`src/psuf_ram.sv`:
```
// Generic simple dual-port RAM with registered read.
`timescale 1ns / 1ps
module psuf_ram #(
    parameter int W = 8,
    parameter int D = 256
) (
    input  logic                 i_clk,
    input  logic                 i_we,
    input  logic [$clog2(D)-1:0] i_waddr,
    input  logic [W-1:0]         i_wdata,
    input  logic [$clog2(D)-1:0] i_raddr,
    output logic [W-1:0]         o_rdata
);
    logic [W-1:0] r_mem [D];

    always_ff @(posedge i_clk) begin
        if (i_we) begin
            r_mem[i_waddr] <= i_wdata;
        end
        o_rdata <= r_mem[i_raddr];
    end
endmodule

```
`config.mk`:
```
export PLATFORM = sky130hd
export DESIGN_NAME = psuf_ram
export DESIGN_NICKNAME = d
export VERILOG_FILES = /design/src/psuf_ram.sv
export SDC_FILE = /design/constraint.sdc
export NUM_CORES = 2
export LEC_CHECK = 0
export BUFFER_PORTS_ARGS = -buffer_cell sky130_fd_sc_hd__clkbuf_2
export CORE_UTILIZATION = 35
export DETAILED_ROUTE_END_ITERATION = 8
export GPL_TIMING_DRIVEN = 1
export PLACE_DENSITY = 0.46
export RECOVER_POWER = 100
export SLEW_MARGIN = 10
export SYNTH_ARGS = -nofsm -noshare
export SYNTH_HDL_FRONTEND = slang
export SYNTH_SLANG_ARGS = --single-unit
```
`constraint.sdc`:
```
create_clock -name i_clk -period 2.4 [get_ports i_clk]
set_input_delay 0.12 -clock i_clk [delete_from_list [all_inputs] [get_ports i_clk]]
set_output_delay 0.12 -clock i_clk [all_outputs]
set_load 0.02 [all_outputs]
```
==> flow_summary.json <==
{
  "setup.worst_path.start": "r_mem[208][3]",
  "min_from": "i_waddr[1]",
  "synth_nets": 3759,
  "yosysSeqAreaShare_pct": 77.5,
  "die_area_sq_um": 229000,
  "post_cts_buffers": 0,
  "leakage_nw": 29.8,
  "critical_path.max_stage_delay_ps": 500,
  "synth_seq_cells": 2056,
  "drc_errors": 0,
  "finalWorstSetupSlack_ps": 28.8,
  "drive_gt1_share_pct": 27.2,
  "crit_top_cell": "buf_4",
  "comb_power_share_pct": 5.5,
  "fin_crit_ps": 2370,
  "worst_pin_slew_ps": 2270,
  "finalNonFillerCells": 7651,
  "placement.io_buffers": 33,
  "clkLatencyLatePin_ps": 840,
  "maxSlewViolCount": 305,
  "finalWirelength_mm": 224,
  "die_h_um": 479,
  "fin_nets": 4493,
  "drtPass1Iterations": 5,
  "grt_max_degree": 95,
  "drtIter0Drc": 3900,
  "start_util_pct": 35.3,
  "htree_levels": 4,
  "ant_nets": 0,
  "cp_slowest_cell": "mux4_2",
  "grt_pass1_wl_mm": 316,
  "synth_top_cell_area_share_pct": 77.3,
  "period_share_pct": 98.8,
  "cts_buffer_depth": 3,
  "yosysWarnings": 0,
  "cts-root-buf": "clkbuf_16",
  "timing.fmax_mhz": 422,
  "start_kind": "flop",
  "grt_pass1_vias": 41414,
  "ys.flop_type": "edfxtp_1",
  "clk_pin_slew_ps": 60,
  "worst-setup-path-type": "reg -> reg",
  "status": "complete, but fails checks",
  "path_cells": "mux4_2, a22o_1, a221oi_1, buf_4, o32ai_1, nor3_2, buf_4, nor4_1",
  "antenna_found_initial": 18,
  "cap_violations": 6,
  "dp.cells": 7227,
  "synth.largest_area_cell": "edfxtp_1",
  "required_ps": 3130,
  "syn-instance-count": 3733,
  "setup_tns_ps": 0,
  "cp-end-kind": "flop",
  "area_delta_synth_final_pct": 19.2,
  "slew_headroom_pct": -51.1,
  "switchingPower_mw": 16.9,
  "fin_hold_ws_ps": 114,
  "worstPathMaxFanout": 1,
  "peakVddDrop_uv": 791,
  "hold_violations": 0,
  "finalSetupViolations": 0,
  "die_w_um": 479,
  "power_frac_seq_pct": 51.1,
  "worst_ep_arrival_time_ps": 3100,
  "row_count": 174,
  "regToRegStartpoint": "r_mem[208][3]",
  "place_ws_ps": -768,
  "cts_made_buffers": 217,
  "globalRouteTotalUtil_pct": 19.5,
  "vias": 40306,
  "power_density_nw_per_um2": 819,
  "core_sq_um": 225000,
  "num_io_pins": 34,
  "gp_congestion": 0.816,
  "worst_clock_skew_ps": 58.9,
  "crit_family": "compound AO/OA/AOI/OAI gates",
  "grt-ovfl-total": 0,
  "wl_per_cell_um": 29.3,
  "synth_area_leaders": "edfxtp_1 (77%), mux4_2 (13%), mux2i_1 (1.7%)",
  "synth.avg_cell_area_sq_um": 21.3,
  "violations": "max-capacitance violations, max-slew violations",
  "final_util_pct": 42.1,
  "place_hpwl_mm": 146,
  "p_int_mw": 60.8,
  "hold_path_class": "in -> reg",
  "synth.distinct_cells": 55,
  "p_clk_share_pct": 43.4,
  "power_switching_share_pct": 21.8,
  "synth.cell_area_sq_um": 79600,
  "vias_per_cell": 5.27,
  "cts.sinks": 2056,
  "path_buf_inv": 2,
  "synth_edf_count": 2048,
  "async_flop_share_pct": 0,
  "cts_tree": "done"
}
[synthesized netlist by cell type, drive strengths merged (8+ instances only)]
master,instances
edfxtp,2048
mux4,456
nor2,282
mux2i,134
a22oi,133
buf,122
clkbuf,111
a21oi,96
o221ai,47
nand3,34
nand2,33
nor2b,31
o22ai,28
nor4,27
nor3,22
a211oi,16
a221oi,14
o21ai,12
nand4,10
o211ai,10
a22o,8
dfxtp,8
nand2b,8
[final timing paths]
| check | to | cells after the start | slack, ps |
|---|---|---|---|
| max | o_rdata[3] | 8 | 30 |
| min | r_mem[171][6] | 4 | 110 |
| max reg2reg | o_rdata[3] | 8 | 30 |
| min reg2reg | o_rdata[7] | 5 | 1070 |
[cells in the final DEF (no fill, tap or decap), types with 90 or more instances in the layout]
master,Yosys,final
mux2i_1,134,134
edfxtp_1,2048,2048
a22oi_1,133,132
clkbuf_1,111,326
nor2_1,282,278
buf_4,27,298
a21oi_1,96,96
buf_12,8,90
clkbuf_16,0,219
mux4_2,454,454
[layer usage]
metal  vias to the layer above  GRT usage [%]  wire length, um
li1                      17230              -                -
met1                     21629           26.7            96500
met2                      1151           31.7           110000
met3                       294           3.41            12300
met4                         2           6.39             6150
met5                         -              0               13
[cell type report]
cell class	count	area (sq um)
clock buffers	261	5640
repair buffers	748	5600
fillers	19971	131000
multi-input cells	1442	16600
inverters	2	7.51
clock inverters	145	1540
well taps	2992	3740
flip-flops and latches	2056	61700
diodes	5	12.5
[kinds of logic after synthesis]
family	synth area share, %
multiplexers	14.6
AO/OA/AOI/OAI	3.42
AND/OR/NAND/NOR	2.63
flip-flops	77.5
buffers and inverters	1.83
[power groups by stage]
stage | combinational, mW | sequential (mW) | clock [mW]
final | 4.29 | 39.7 | 33.7
after global placement | 4.38 | 40.4 | 0
after global routing | 4.55 | 39.7 | 35.9
after CTS | 4.45 | 39.7 | 34.6
after floorplan | 1.92 | 40.4 | 0
after detailed placement | 4.40 | 40.4 | 0
[stage by stage]
step / instance area [sq um] / total power, mW
floorplan: 79600 / 42.3
global placement: 88700 / 44.8
detailed placement: 88700 / 44.8
CTS: 96100 / 78.7
global route: 94800 / 80.1
finish: 94800 / 77.7
[sequential cells by signal (all words and copies together), names as in the netlist]
name,flops
o_rdata,8
r_mem,2048
[timing repair]
| action | 4_1_cts | 5_1_grt |
|---|---|---|
| endpoints found under the setup margin | 6 | 5 |
| pin swaps | 1 | 4 |
| hold endpoints to repair | 1769 | 0 |
| hold buffers | 13 | 0 |
| gates resized for setup | 10 | 7 |
[worst min-delay path, stage by stage]
cell and delay (ps):
clkbuf_2 200, nand3_1 210, nor2_1 90, clkbuf_1 140
Note: power is estimated with default switching activity, not from simulation.
